### src/hdl/assert_macros.svh
// Assertion macros used by the RTL of the escape-time block.
// No dependencies; synthesis builds define SYNTHESIS and get empty bodies.
`ifndef ASSERT_MACROS_SVH
`define ASSERT_MACROS_SVH

`ifndef SYNTHESIS
// Property must hold at every rising clock edge outside reset.
`define ASSERT_CLK(lbl, clk, rst_n, prop) \
  lbl: assert property (@(posedge clk) disable iff (!rst_n) (prop)) \
    else $error("assertion failed");
// Condition must never be true outside reset.
`define ASSERT_NEVER(lbl, clk, rst_n, cond) \
  lbl: assert property (@(posedge clk) disable iff (!rst_n) !(cond)) \
    else $error("forbidden condition seen");
`else
`define ASSERT_CLK(lbl, clk, rst_n, prop)
`define ASSERT_NEVER(lbl, clk, rst_n, cond)
`endif

`endif

### src/hdl/mbet_pkg.sv
// Package for the Mandelbrot escape-time block: widths, codes, reset values
// and the saturating fixed-point helpers. No dependencies.
`default_nettype none

package mbet_pkg;

  localparam int VALUE_W   = 32;
  localparam int FRAC_W    = 28;
  localparam int ITER_W    = 16;
  localparam int COORD_W   = 12;
  localparam int STEP_W    = 31;
  localparam int GRAY_W    = 8;
  localparam int PROD_W    = 2 * VALUE_W;
  localparam int NUM_W     = ITER_W + GRAY_W;
  localparam int DIVCNT_W  = $clog2(GRAY_W);
  localparam int CFG_IDX_W = 3;
  localparam int IN_W      = ((2 * COORD_W + 7) / 8) * 8;
  localparam int OUT_W     = ((ITER_W + GRAY_W + 7) / 8) * 8;

  typedef logic signed [VALUE_W-1:0] fx_t;
  typedef logic signed [PROD_W-1:0]  prod_t;

  localparam fx_t   VMAX   = {1'b0, {(VALUE_W-1){1'b1}}};
  localparam fx_t   VMIN   = {1'b1, {(VALUE_W-1){1'b0}}};
  localparam prod_t VMAX_W = prod_t'(VMAX);
  localparam prod_t VMIN_W = prod_t'(VMIN);
  // Escape threshold 4.0, or the top value when 4.0 does not fit
  localparam fx_t   FOUR   = (FRAC_W + 2 >= VALUE_W - 1) ? VMAX
                             : fx_t'(longint'(4) << FRAC_W);

  // Register reset values
  localparam fx_t               X_ORIGIN_RST = fx_t'(-536870912);
  localparam fx_t               Y_ORIGIN_RST = fx_t'(-536870912);
  localparam logic [STEP_W-1:0] STEP_X_RST   = STEP_W'(786432);
  localparam logic [STEP_W-1:0] STEP_Y_RST   = STEP_W'(1048576);
  localparam logic [ITER_W-1:0] LIMIT_RST    = ITER_W'(256);

  typedef enum logic [CFG_IDX_W-1:0] {
    CFG_X_ORIGIN   = 3'd0,
    CFG_Y_ORIGIN   = 3'd1,
    CFG_STEP_X     = 3'd2,
    CFG_STEP_Y     = 3'd3,
    CFG_ITER_LIMIT = 3'd4
  } cfg_idx_e;

  typedef enum logic [2:0] {
    ST_IDLE,
    ST_MAP_X,
    ST_MAP_Y,
    ST_MAP_C,
    ST_ITER,
    ST_DIV,
    ST_DONE
  } state_e;

  // Steps of one complex iteration on the shared multiplier
  typedef enum logic [1:0] {
    PH_SQ_X,
    PH_SQ_Y,
    PH_CROSS,
    PH_UPDATE
  } phase_e;

  function automatic fx_t sat_add(fx_t a, fx_t b);
    logic signed [VALUE_W:0] s;
    s = {a[VALUE_W-1], a} + {b[VALUE_W-1], b};
    if (s[VALUE_W] != s[VALUE_W-1]) return s[VALUE_W] ? VMIN : VMAX;
    return s[VALUE_W-1:0];
  endfunction

  function automatic fx_t sat_sub(fx_t a, fx_t b);
    logic signed [VALUE_W:0] s;
    s = {a[VALUE_W-1], a} - {b[VALUE_W-1], b};
    if (s[VALUE_W] != s[VALUE_W-1]) return s[VALUE_W] ? VMIN : VMAX;
    return s[VALUE_W-1:0];
  endfunction

  // Full product to fixed point: floor shift, then saturate
  function automatic fx_t fx_scale(prod_t p);
    prod_t q;
    q = p >>> FRAC_W;
    if (q > VMAX_W) return VMAX;
    if (q < VMIN_W) return VMIN;
    return q[VALUE_W-1:0];
  endfunction

  // Non-negative integer product (pixel times step), saturated
  function automatic fx_t sat_step(prod_t p);
    if (p > VMAX_W) return VMAX;
    return p[VALUE_W-1:0];
  endfunction

endpackage

`default_nettype wire

### src/hdl/mandelbrot_escape_time.sv
// Mandelbrot escape-time evaluator: maps a pixel to c, iterates z = z^2 + c
// on one shared 32x32 multiplier, then derives a gray level. Uses mbet_pkg.
// Sequence: mapping in ST_MAP_X, ST_MAP_Y and ST_MAP_C, then iterations on the
// shared multiplier in phases PH_SQ_X, PH_SQ_Y, PH_CROSS and PH_UPDATE, with the
// escape check in PH_UPDATE and the limit check in PH_SQ_X, then shift-subtract
// division in ST_DIV and the load of the output register in ST_DONE. One pixel
// in flight at a time; the next pixel is taken the cycle after the result loads
// the output register.
// Reset (async, active low) loads default window and limit 256, clears control.
`default_nettype none

module mandelbrot_escape_time (
  input  wire logic                                clk_i,
  input  wire logic                                rst_ni,
  // Pixel input: [11:0] pixel_column, [23:12] pixel_row
  input  wire logic                                s_axis_tvalid_i,
  output      logic                                s_axis_tready_o,
  input  wire logic [mbet_pkg::IN_W-1:0]           s_axis_tdata_i,
  // Result output: [15:0] iteration_count, [23:16] gray_level
  output      logic                                m_axis_tvalid_o,
  input  wire logic                                m_axis_tready_i,
  output      logic [mbet_pkg::OUT_W-1:0]          m_axis_tdata_o,
  // Configuration write port
  input  wire logic                                cfg_we_i,
  input  wire logic [mbet_pkg::CFG_IDX_W-1:0]      cfg_idx_i,
  input  wire logic [mbet_pkg::VALUE_W-1:0]        cfg_wdata_i
);
  import mbet_pkg::*;

  `include "assert_macros.svh"

  // Configuration registers
  fx_t               x_origin_q, y_origin_q;
  logic [STEP_W-1:0] step_x_q, step_y_q;
  logic [ITER_W-1:0] limit_q;

  // Control
  state_e               state_q, state_d;
  phase_e               phase_q, phase_d;
  logic [DIVCNT_W-1:0]  div_cnt_q, div_cnt_d;
  logic                 out_valid_q, out_valid_d;

  // Datapath
  logic [COORD_W-1:0] col_q, row_q;
  fx_t                cx_q, cy_q, zx_q, zy_q, zx2_q, zy2_q;
  logic [ITER_W-1:0]  count_q;
  prod_t              prod_q;
  logic [NUM_W-1:0]   rem_q, dvs_q;
  logic [GRAY_W-1:0]  quo_q;
  logic [ITER_W-1:0]  out_count_q;
  logic [GRAY_W-1:0]  out_gray_q;

  fx_t   mul_a, mul_b, two_zx;
  prod_t prod_d;
  logic  in_xfer, out_load, lim_hit, escaped, div_start;

  assign in_xfer  = s_axis_tvalid_i && s_axis_tready_o;
  assign lim_hit  = (count_q == limit_q);
  assign escaped  = (sat_add(zx2_q, zy2_q) > FOUR);
  assign two_zx   = sat_add(zx_q, zx_q);

  // Configuration writes
  always_ff @(posedge clk_i or negedge rst_ni) begin
    if (!rst_ni) begin
      x_origin_q <= X_ORIGIN_RST;
      y_origin_q <= Y_ORIGIN_RST;
      step_x_q   <= STEP_X_RST;
      step_y_q   <= STEP_Y_RST;
      limit_q    <= LIMIT_RST;
    end else if (cfg_we_i) begin
      case (cfg_idx_e'(cfg_idx_i))
        CFG_X_ORIGIN:   x_origin_q <= cfg_wdata_i;
        CFG_Y_ORIGIN:   y_origin_q <= cfg_wdata_i;
        CFG_STEP_X:     step_x_q   <= cfg_wdata_i[STEP_W-1:0];
        CFG_STEP_Y:     step_y_q   <= cfg_wdata_i[STEP_W-1:0];
        CFG_ITER_LIMIT: limit_q    <= cfg_wdata_i[ITER_W-1:0];
        default: ;
      endcase
    end
  end

  // Shared multiplier operand select
  always_comb begin
    mul_a = zx_q;
    mul_b = zx_q;
    case (state_q)
      ST_MAP_X: begin
        mul_a = fx_t'({{(VALUE_W-COORD_W){1'b0}}, col_q});
        mul_b = fx_t'({{(VALUE_W-STEP_W){1'b0}}, step_x_q});
      end
      ST_MAP_Y: begin
        mul_a = fx_t'({{(VALUE_W-COORD_W){1'b0}}, row_q});
        mul_b = fx_t'({{(VALUE_W-STEP_W){1'b0}}, step_y_q});
      end
      ST_ITER: begin
        case (phase_q)
          PH_SQ_X: begin
            mul_a = zx_q;
            mul_b = zx_q;
          end
          PH_SQ_Y: begin
            mul_a = zy_q;
            mul_b = zy_q;
          end
          default: begin
            mul_a = two_zx;
            mul_b = zy_q;
          end
        endcase
      end
      default: ;
    endcase
  end

  assign prod_d = mul_a * mul_b;

  // Next state and sequencing
  always_comb begin
    state_d     = state_q;
    phase_d     = phase_q;
    div_cnt_d   = div_cnt_q;
    div_start   = 1'b0;
    out_load    = 1'b0;
    out_valid_d = out_valid_q;
    if (m_axis_tready_i) out_valid_d = 1'b0;
    s_axis_tready_o = (state_q == ST_IDLE);
    case (state_q)
      ST_IDLE:  if (in_xfer) state_d = ST_MAP_X;
      ST_MAP_X: state_d = ST_MAP_Y;
      ST_MAP_Y: state_d = ST_MAP_C;
      ST_MAP_C: begin
        state_d = ST_ITER;
        phase_d = PH_SQ_X;
      end
      ST_ITER: begin
        case (phase_q)
          PH_SQ_X: begin
            if (lim_hit) begin
              div_start = 1'b1;
              state_d   = ST_DIV;
            end else begin
              phase_d = PH_SQ_Y;
            end
          end
          PH_SQ_Y:  phase_d = PH_CROSS;
          PH_CROSS: phase_d = PH_UPDATE;
          default: begin
            if (escaped) begin
              div_start = 1'b1;
              state_d   = ST_DIV;
            end
            phase_d = PH_SQ_X;
          end
        endcase
        if (div_start) div_cnt_d = DIVCNT_W'(GRAY_W - 1);
      end
      ST_DIV: begin
        div_cnt_d = div_cnt_q - 1'b1;
        if (div_cnt_q == '0) state_d = ST_DONE;
      end
      ST_DONE: begin
        if (!out_valid_q || m_axis_tready_i) begin
          out_load    = 1'b1;
          out_valid_d = 1'b1;
          state_d     = ST_IDLE;
        end
      end
      default: state_d = ST_IDLE;
    endcase
  end

  always_ff @(posedge clk_i or negedge rst_ni) begin
    if (!rst_ni) begin
      state_q     <= ST_IDLE;
      phase_q     <= PH_SQ_X;
      div_cnt_q   <= '0;
      out_valid_q <= 1'b0;
    end else begin
      state_q     <= state_d;
      phase_q     <= phase_d;
      div_cnt_q   <= div_cnt_d;
      out_valid_q <= out_valid_d;
    end
  end

  // Datapath registers
  always_ff @(posedge clk_i) begin
    prod_q <= prod_d;
    if (in_xfer) begin
      col_q   <= s_axis_tdata_i[COORD_W-1:0];
      row_q   <= s_axis_tdata_i[2*COORD_W-1:COORD_W];
      zx_q    <= '0;
      zy_q    <= '0;
      count_q <= '0;
    end
    if (state_q == ST_MAP_Y) cx_q <= sat_add(x_origin_q, sat_step(prod_q));
    if (state_q == ST_MAP_C) cy_q <= sat_add(y_origin_q, sat_step(prod_q));
    if (state_q == ST_ITER) begin
      case (phase_q)
        PH_SQ_Y:  zx2_q <= fx_scale(prod_q);
        PH_CROSS: zy2_q <= fx_scale(prod_q);
        PH_UPDATE: begin
          if (!escaped) begin
            zx_q    <= sat_add(sat_sub(zx2_q, zy2_q), cx_q);
            zy_q    <= sat_add(fx_scale(prod_q), cy_q);
            count_q <= count_q + 1'b1;
          end
        end
        default: ;
      endcase
    end
    // Gray level: 255*count / limit, one quotient bit per cycle
    if (div_start) begin
      rem_q <= {count_q, {GRAY_W{1'b0}}} - {{GRAY_W{1'b0}}, count_q};
      dvs_q <= {1'b0, limit_q, {(GRAY_W-1){1'b0}}};
      quo_q <= '0;
    end else if (state_q == ST_DIV) begin
      if (rem_q >= dvs_q) begin
        rem_q <= rem_q - dvs_q;
        quo_q <= {quo_q[GRAY_W-2:0], 1'b1};
      end else begin
        quo_q <= {quo_q[GRAY_W-2:0], 1'b0};
      end
      dvs_q <= dvs_q >> 1;
    end
    if (out_load) begin
      out_count_q <= count_q;
      out_gray_q  <= (limit_q == '0) ? '0 : quo_q;
    end
  end

  assign m_axis_tvalid_o = out_valid_q;
  assign m_axis_tdata_o  = OUT_W'({out_gray_q, out_count_q});

  // Checks
  `ASSERT_CLK(a_count_bound, clk_i, rst_ni, (state_q == ST_ITER) |-> (count_q <= limit_q))
  `ASSERT_CLK(a_gray_zero, clk_i, rst_ni, (out_valid_q && out_count_q == '0) |-> (out_gray_q == '0))
  `ASSERT_CLK(a_gray_full, clk_i, rst_ni, (out_valid_q && out_count_q == limit_q && limit_q != '0) |-> (out_gray_q == {GRAY_W{1'b1}}))
  `ASSERT_NEVER(a_div_overrun, clk_i, rst_ni, (state_q == ST_DONE) && $past(state_q == ST_DIV) && ($past(div_cnt_q) != '0))

endmodule

`default_nettype wire
### config.mk
export PLATFORM = sky130hd
export DESIGN_NAME = mandelbrot_escape_time
export DESIGN_NICKNAME = d
export VERILOG_FILES = /design/src/hdl/mbet_pkg.sv /design/src/hdl/mandelbrot_escape_time.sv
export VERILOG_INCLUDE_DIRS = /design/src /design/src/hdl
export SDC_FILE = /design/constraint.sdc
export NUM_CORES = 2
export LEC_CHECK = 0
export CORE_MARGIN = 2
export CORE_UTILIZATION = 61
export DETAILED_ROUTE_END_ITERATION = 7
export DONT_BUFFER_PORTS = 1
export PLACE_DENSITY = 0.84
export SLEW_MARGIN = 20
export SYNTH_ARGS = -nofsm -noshare
export SYNTH_HDL_FRONTEND = slang
export SYNTH_SLANG_ARGS = --single-unit
### constraint.sdc
create_clock -name clk_i -period 9 [get_ports clk_i]
set_input_delay 0.45 -clock clk_i [delete_from_list [all_inputs] [get_ports clk_i]]
set_output_delay 0.45 -clock clk_i [all_outputs]
set_load 0.01 [all_outputs]
== Word level (Yosys, flattened, before mapping) ==
Index checks and enable logic that the tools add are counted.

* Output and inout bits: 26
* Word-level logic and storage cells: 219
* Register bits after elaboration: 526
* Input port bits: 64

* Multiply operators: 1
* Magnitude comparators: 5
* Multiplexer cells: 124
* Add/subtract/negate cells: 11
* Equal/unequal tests: 29
* Reductions and logical operators: 24

{| class="wikitable"
|+ Operators by type and width
! cell !! number
|-
| two-way mux 32 bit || 49
|-
| adder 32 x 32 -> 33 bit || 6
|-
| case mux 32 bit (3 select lines) || 2
|-
| two-way mux 24 bit || 3
|-
| greater-than comparator 64 x 32 -> 1 bit, second input constant || 1
|-
| multiplier 32 x 32 -> 64 bit || 1
|-
| two-way mux 16 bit || 4
|-
| case mux 32 bit (2 select lines) || 1
|-
| two-way mux 1 bit || 50
|-
| two-way mux 23 bit || 2
|-
| greater-than comparator 36 x 32 -> 1 bit, second input constant || 1
|-
| < comparator 36 x 32 -> 1 bit, second input constant || 1
|-
| subtractor 32 x 32 -> 33 bit || 1
|-
| greater-than comparator 32 bit, second input constant || 1
|-
| greater-or-equal comparator 24 x 23 -> 1 bit || 1
|-
| subtractor 24 x 16 -> 24 bit || 1
|-
| subtractor 24 x 23 -> 24 bit || 1
|-
| case mux 3 bit (7 select lines) || 1
|-
| AND reduction 2 bit || 10
|-
| two-way mux 3 bit || 6
|-
| adder 16 x 1 -> 16 bit, second input constant || 1
|-
| == test 16 bit || 1
|-
| zero test 16 bit || 1
|-
| == test 3 x 2 -> 1 bit, second input constant || 4
|-
| other kinds (23) || 44
|}

== Depth between registers and ports, before layout ==
* Word-level depth: 27
* Gate-level depth with buffers: 40
* Mapped depth without buffers: 37

== Worst setup path before layout ==
Ideal clock, no wire load.

* Path kind: register -> register
* From: register state_q[2]
* To: register prod_q[62]
* Setup slack: -756 ps
* Required time: 8875 ps
* Data arrival time: 9631 ps
* Buffers on the path: 5
* Clock period less this slack: 9756 ps
* Setup time: 125 ps
* Stages on the path, launching flop included: 32
* Cells stage by stage: dfrtp_1 -> clkbuf_1 -> nor2_1 -> and2_1 -> clkbuf_1 -> clkbuf_1 -> a222oi_1 -> nand2_1 -> clkbuf_1 -> nand2_1 -> fa_1 -> inv_1 -> fa_1 -> inv_1 -> fa_1 -> fa_1 -> fa_1 -> inv_1 -> fa_1 -> fa_1 -> fa_1 -> ha_1 -> clkbuf_1 -> and3_1 -> nand2_1 -> nor4_1 -> a21oi_1 -> a211o_1 -> o311a_1 -> o21ai_0 -> a221oi_1 -> xnor2_1

* Word-level cells in the longest chain between the ends: 3
* Elaborated cells on any way between the ends: 6
* Classes of those cells: 1 x mul; 3 x eq/ne; 2 x mux

{| class="wikitable"
|+ Ends and longest elaborated chain
! item !! line !! text
|-
| start, declared || mandelbrot_escape_time.sv:38 || <nowiki>state_e state_q, state_d;</nowiki>
|-
| start signal, assigned || mandelbrot_escape_time.sv:179 || <nowiki>state_q <= state_d;</nowiki>
|-
| == test 3 bit (tied with other cells) || mandelbrot_escape_time.sv:86 || <nowiki>case (state_q)</nowiki>
|-
| case mux 32 bit (3 select lines) || mandelbrot_escape_time.sv:86 ||
|-
| multiplier 32 x 32 -> 64 bit * || mandelbrot_escape_time.sv:115 || <nowiki>assign prod_d = mul_a * mul_b;</nowiki>
|-
| named net prod_d[62] || mandelbrot_escape_time.sv:54 || <nowiki>prod_t prod_d;</nowiki>
|-
| end signal, assigned || mandelbrot_escape_time.sv:188 || <nowiki>prod_q <= prod_d;</nowiki>
|-
| end, declared || mandelbrot_escape_time.sv:47 || <nowiki>prod_t prod_q;</nowiki>
|}

The timed path passes the listed nets; every way through them passes the cells marked *.
A chain may end at the register's enable or synchronous reset.

== Worst setup path in the final report ==
* From: register phase_q[0]
* To: register prod_q[58]

* Word-level cells in the longest chain between the ends: 4
* Elaborated cells on any way between the ends: 7
* Classes of those cells: 1 x mul; 1 x eq/ne; 4 x mux; 1 x reduce/logical

{| class="wikitable"
|+ Ends and longest elaborated chain
! item !! line !! text
|-
| start, declared || mandelbrot_escape_time.sv:39 || <nowiki>phase_e phase_q, phase_d;</nowiki>
|-
| start signal, assigned || mandelbrot_escape_time.sv:180 || <nowiki>phase_q <= phase_d;</nowiki>
|-
| == test 2 x 1 -> 1 bit or zero test 2 bit (tied branches) || mandelbrot_escape_time.sv:96 || <nowiki>case (phase_q)</nowiki>
|-
| case mux 32 bit (2 select lines) or two-way mux 32 bit (tied branches) || mandelbrot_escape_time.sv:96 ||
|-
| case mux 32 bit (3 select lines) || mandelbrot_escape_time.sv:86 ||
|-
| multiplier 32 x 32 -> 64 bit * || mandelbrot_escape_time.sv:115 ||
|-
| named net prod_d[58] || mandelbrot_escape_time.sv:54 ||
|}

Marks and branches as above.

==> flow_summary.yaml <==
outcome:
  outcome: "complete, but fails checks"
  violations: "setup timing"
timing:
  setup_viol: 18
  post-route-min-period_ns: 9.33
  final_max_slew_viol_count: 0
  setup_slack_ns: -0.329
  max_freq_ghz: 0.107
  rsz0062_at_grt: "yes"
  finClkSkew_ns: 0.0330
  finalHoldViolCount: 0
  post-route-period-util: 1.04
  tightest_slew_ns: 1.29
  timing.slew.headroom: 0.135
cts:
  cts.sinks: 526
  h-tree-depth: 2
  insertion_delay_ns: 0.67
  root_buffer: "clkbuf_16"
  tritoncts: "done"
  cts_buffer_depth: 3
  numCtsBuffers: 54
  clk_pin_slew_ns: 0.07
layout:
  n_fill_cell: 8094
  layout_commonest_cell: "inv_1"
  final_util: 0.726
  instances_no_fill: 9446
  layout_common_cells: "inv_1, fa_1, nand2_1"
  syn2layout_area_growth_pct: 17.9
  drive_above_1_share: 0.183
  fin_nets: 9463
critical_path:
  cp_slowest_stage_delay_ns: 0.57
  cp_num_buf_inv: 12
  cp_max_fo: 5
  crit_family: "adder cells"
  reg2reg_slack_ns: -0.33
  end_kind: "flip-flop"
  critPathArrivalTime_ns: 9.90
  cp_slowest_cell: "fa_1"
  critical_path_class: "flip-flop to flip-flop"
  required_ns: 9.57
  start_kind: "flip-flop"
logic_synthesis:
  synth_cell_types: 95
  synthMuxAreaShare: 0.0330
  avgSynthCellArea_um2: 9.40
  synth_compound_area_frac: 0.124
  ys.flop_type: "edfxtp_1"
  synth_seq_cells: 526
  netlist_instances: 7255
  synth-simple-area-share: 0.123
  synth_top_family_by_area: "adder cells"
  async_reset_ff_frac: 0.287
  syn_area_um2: 68200
  yosys_warnings: 0
  synth_edf_count: 216
  synth_xor_area_frac: 0.0344
  synth_fa_ha_area_frac: 0.403
  ys_seq_area_frac: 0.197
  syn_nets: 8830
job:
  cap_violations: 0
drt:
  finalWirelength_um: 260000
  vias: 59500
  ant_nets: 0
  wl_per_cell_um: 27.5
  firstDrtPassIters: 8
  drc: 0
  vias_per_cell: 6.30
  drt-initial-drc-count: 6680
floorplan:
  die_x_um: 338
  start_util: 0.616
  dieArea_um2: 115000
  core_um2: 111000
  fp.dieH_um: 338
  pin_count: 90
  rows: 122
global_routing:
  antenna_found_initial: 27
  grt_usage: 0.449
  grt_pass1_vias: 60600
  grt_pass1_wl_um: 382000
  grt_max_degree: 152
  grt_overflow: 0
min_path:
  min_path_type: "input port to flip-flop"
placement:
  finalWeightedCongestion: 1.05
  port_buffers: 0
  dp.cells: 9200
  dp_hpwl_um: 209000
stage by stage:
stage               TNS, ns  setup WS (ns)  area, µm²  hold WS (ns)
floorplan                 0        0.00303      68300         0.154
global placement      -4.33         -0.577      75700         0.157
detailed placement    -6.89         -0.669      75700         0.158
CTS                  -0.317         -0.117      78900         0.139
global route          -5.78         -0.480      80400         0.125
finish                -2.47         -0.329      80400         0.128
Yosys cell counts, drive strengths merged, types with 44 or more instances:
master | count | area [µm²]
inv | 1184 | 4440
fa | 1089 | 21800
nand2 | 935 | 3510
nor2 | 530 | 1990
ha | 422 | 5280
a21oi | 303 | 1520
clkbuf | 285 | 1070
o21ai | 232 | 1160
edfxtp | 216 | 6490
xnor2 | 188 | 1650
dfxtp | 159 | 3180
mux2 | 149 | 1680
a21o | 142 | 1070
dfrtp | 141 | 3530
o21a | 94 | 706
xor2 | 80 | 701
nor3 | 65 | 325
a221o | 63 | 631
buf | 57 | 288
mux2i | 57 | 571
o21bai | 53 | 409
nand3 | 52 | 260
and2 | 51 | 319
or2 | 49 | 307
nand2b | 44 | 275
metal layers:
layer,vias up,GRT usage,share of wire
li1,24900,-,-
met1,29900,0.590,0.37
met2,3767,0.682,0.44
met3,946,0.117,0.12
met4,14,0.245,0.072
met5,-,0,0.00048
final timing paths:
kind                         startpoint        endpoint  depth (start not counted)
setup / recovery             phase_q[0]      prod_q[58]                         37
hold / removal             cfg_idx_i[0]     step_x_q[7]                          2
setup reg to reg             phase_q[0]      prod_q[58]                         37
hold reg to reg                quo_q[7]        quo_q[7]                          2
max in group asynchronous        rst_ni      state_q[0]                          2
min in group asynchronous        rst_ni  x_origin_q[12]                          2
registers in the layout, summed over array words and instances, names as in the netlist, 24 cells and up:
| name | count |
|---|---|
| y_origin_q | 32 |
| x_origin_q | 32 |
| zy_q | 32 |
| step_y_q | 31 |
| step_x_q | 31 |
| cx_q | 32 |
| cy_q | 32 |
| zy2_q | 32 |
| prod_q | 64 |
| zx2_q | 32 |
| rem_q | 24 |
| zx_q | 32 |
cell type report:
cell class,instances,area (µm²),share of cell area
diodes,24,60.1,0.000747
clock buffers,76,1720,0.0213
clock inverters,26,328,0.00408
inverters,1186,4460,0.0554
multi-input cells,5201,50300,0.625
flip-flops and latches,526,13500,0.167
well taps,1488,1860,0.0231
repair buffers,919,8250,0.103
cells by family (layout without fill, tap and decap cells):
family | Yosys count | count (layout)
adders and majority gates | 1554 | 1554
other | 0 | 24
DFF | 526 | 526
xor gates and xnor gates | 268 | 268
AOI/OAI and AO/OA | 1247 | 1247
muxes | 206 | 206
and+or+nand+nor | 1926 | 1926
buffers and inverters | 1528 | 2207
repair_timing:
item	in CTS	in global routing
setup endpoints to repair	26	57
pin swaps	23	94
resized for setup	122	265
endpoints found under the hold margin	318	0
hold buffers	59	0
cloned	2	3
buffers inserted	15	41
Power is not shown: default switching activity piles up to over one toggle a cycle in this logic, so the estimate is an artifact.
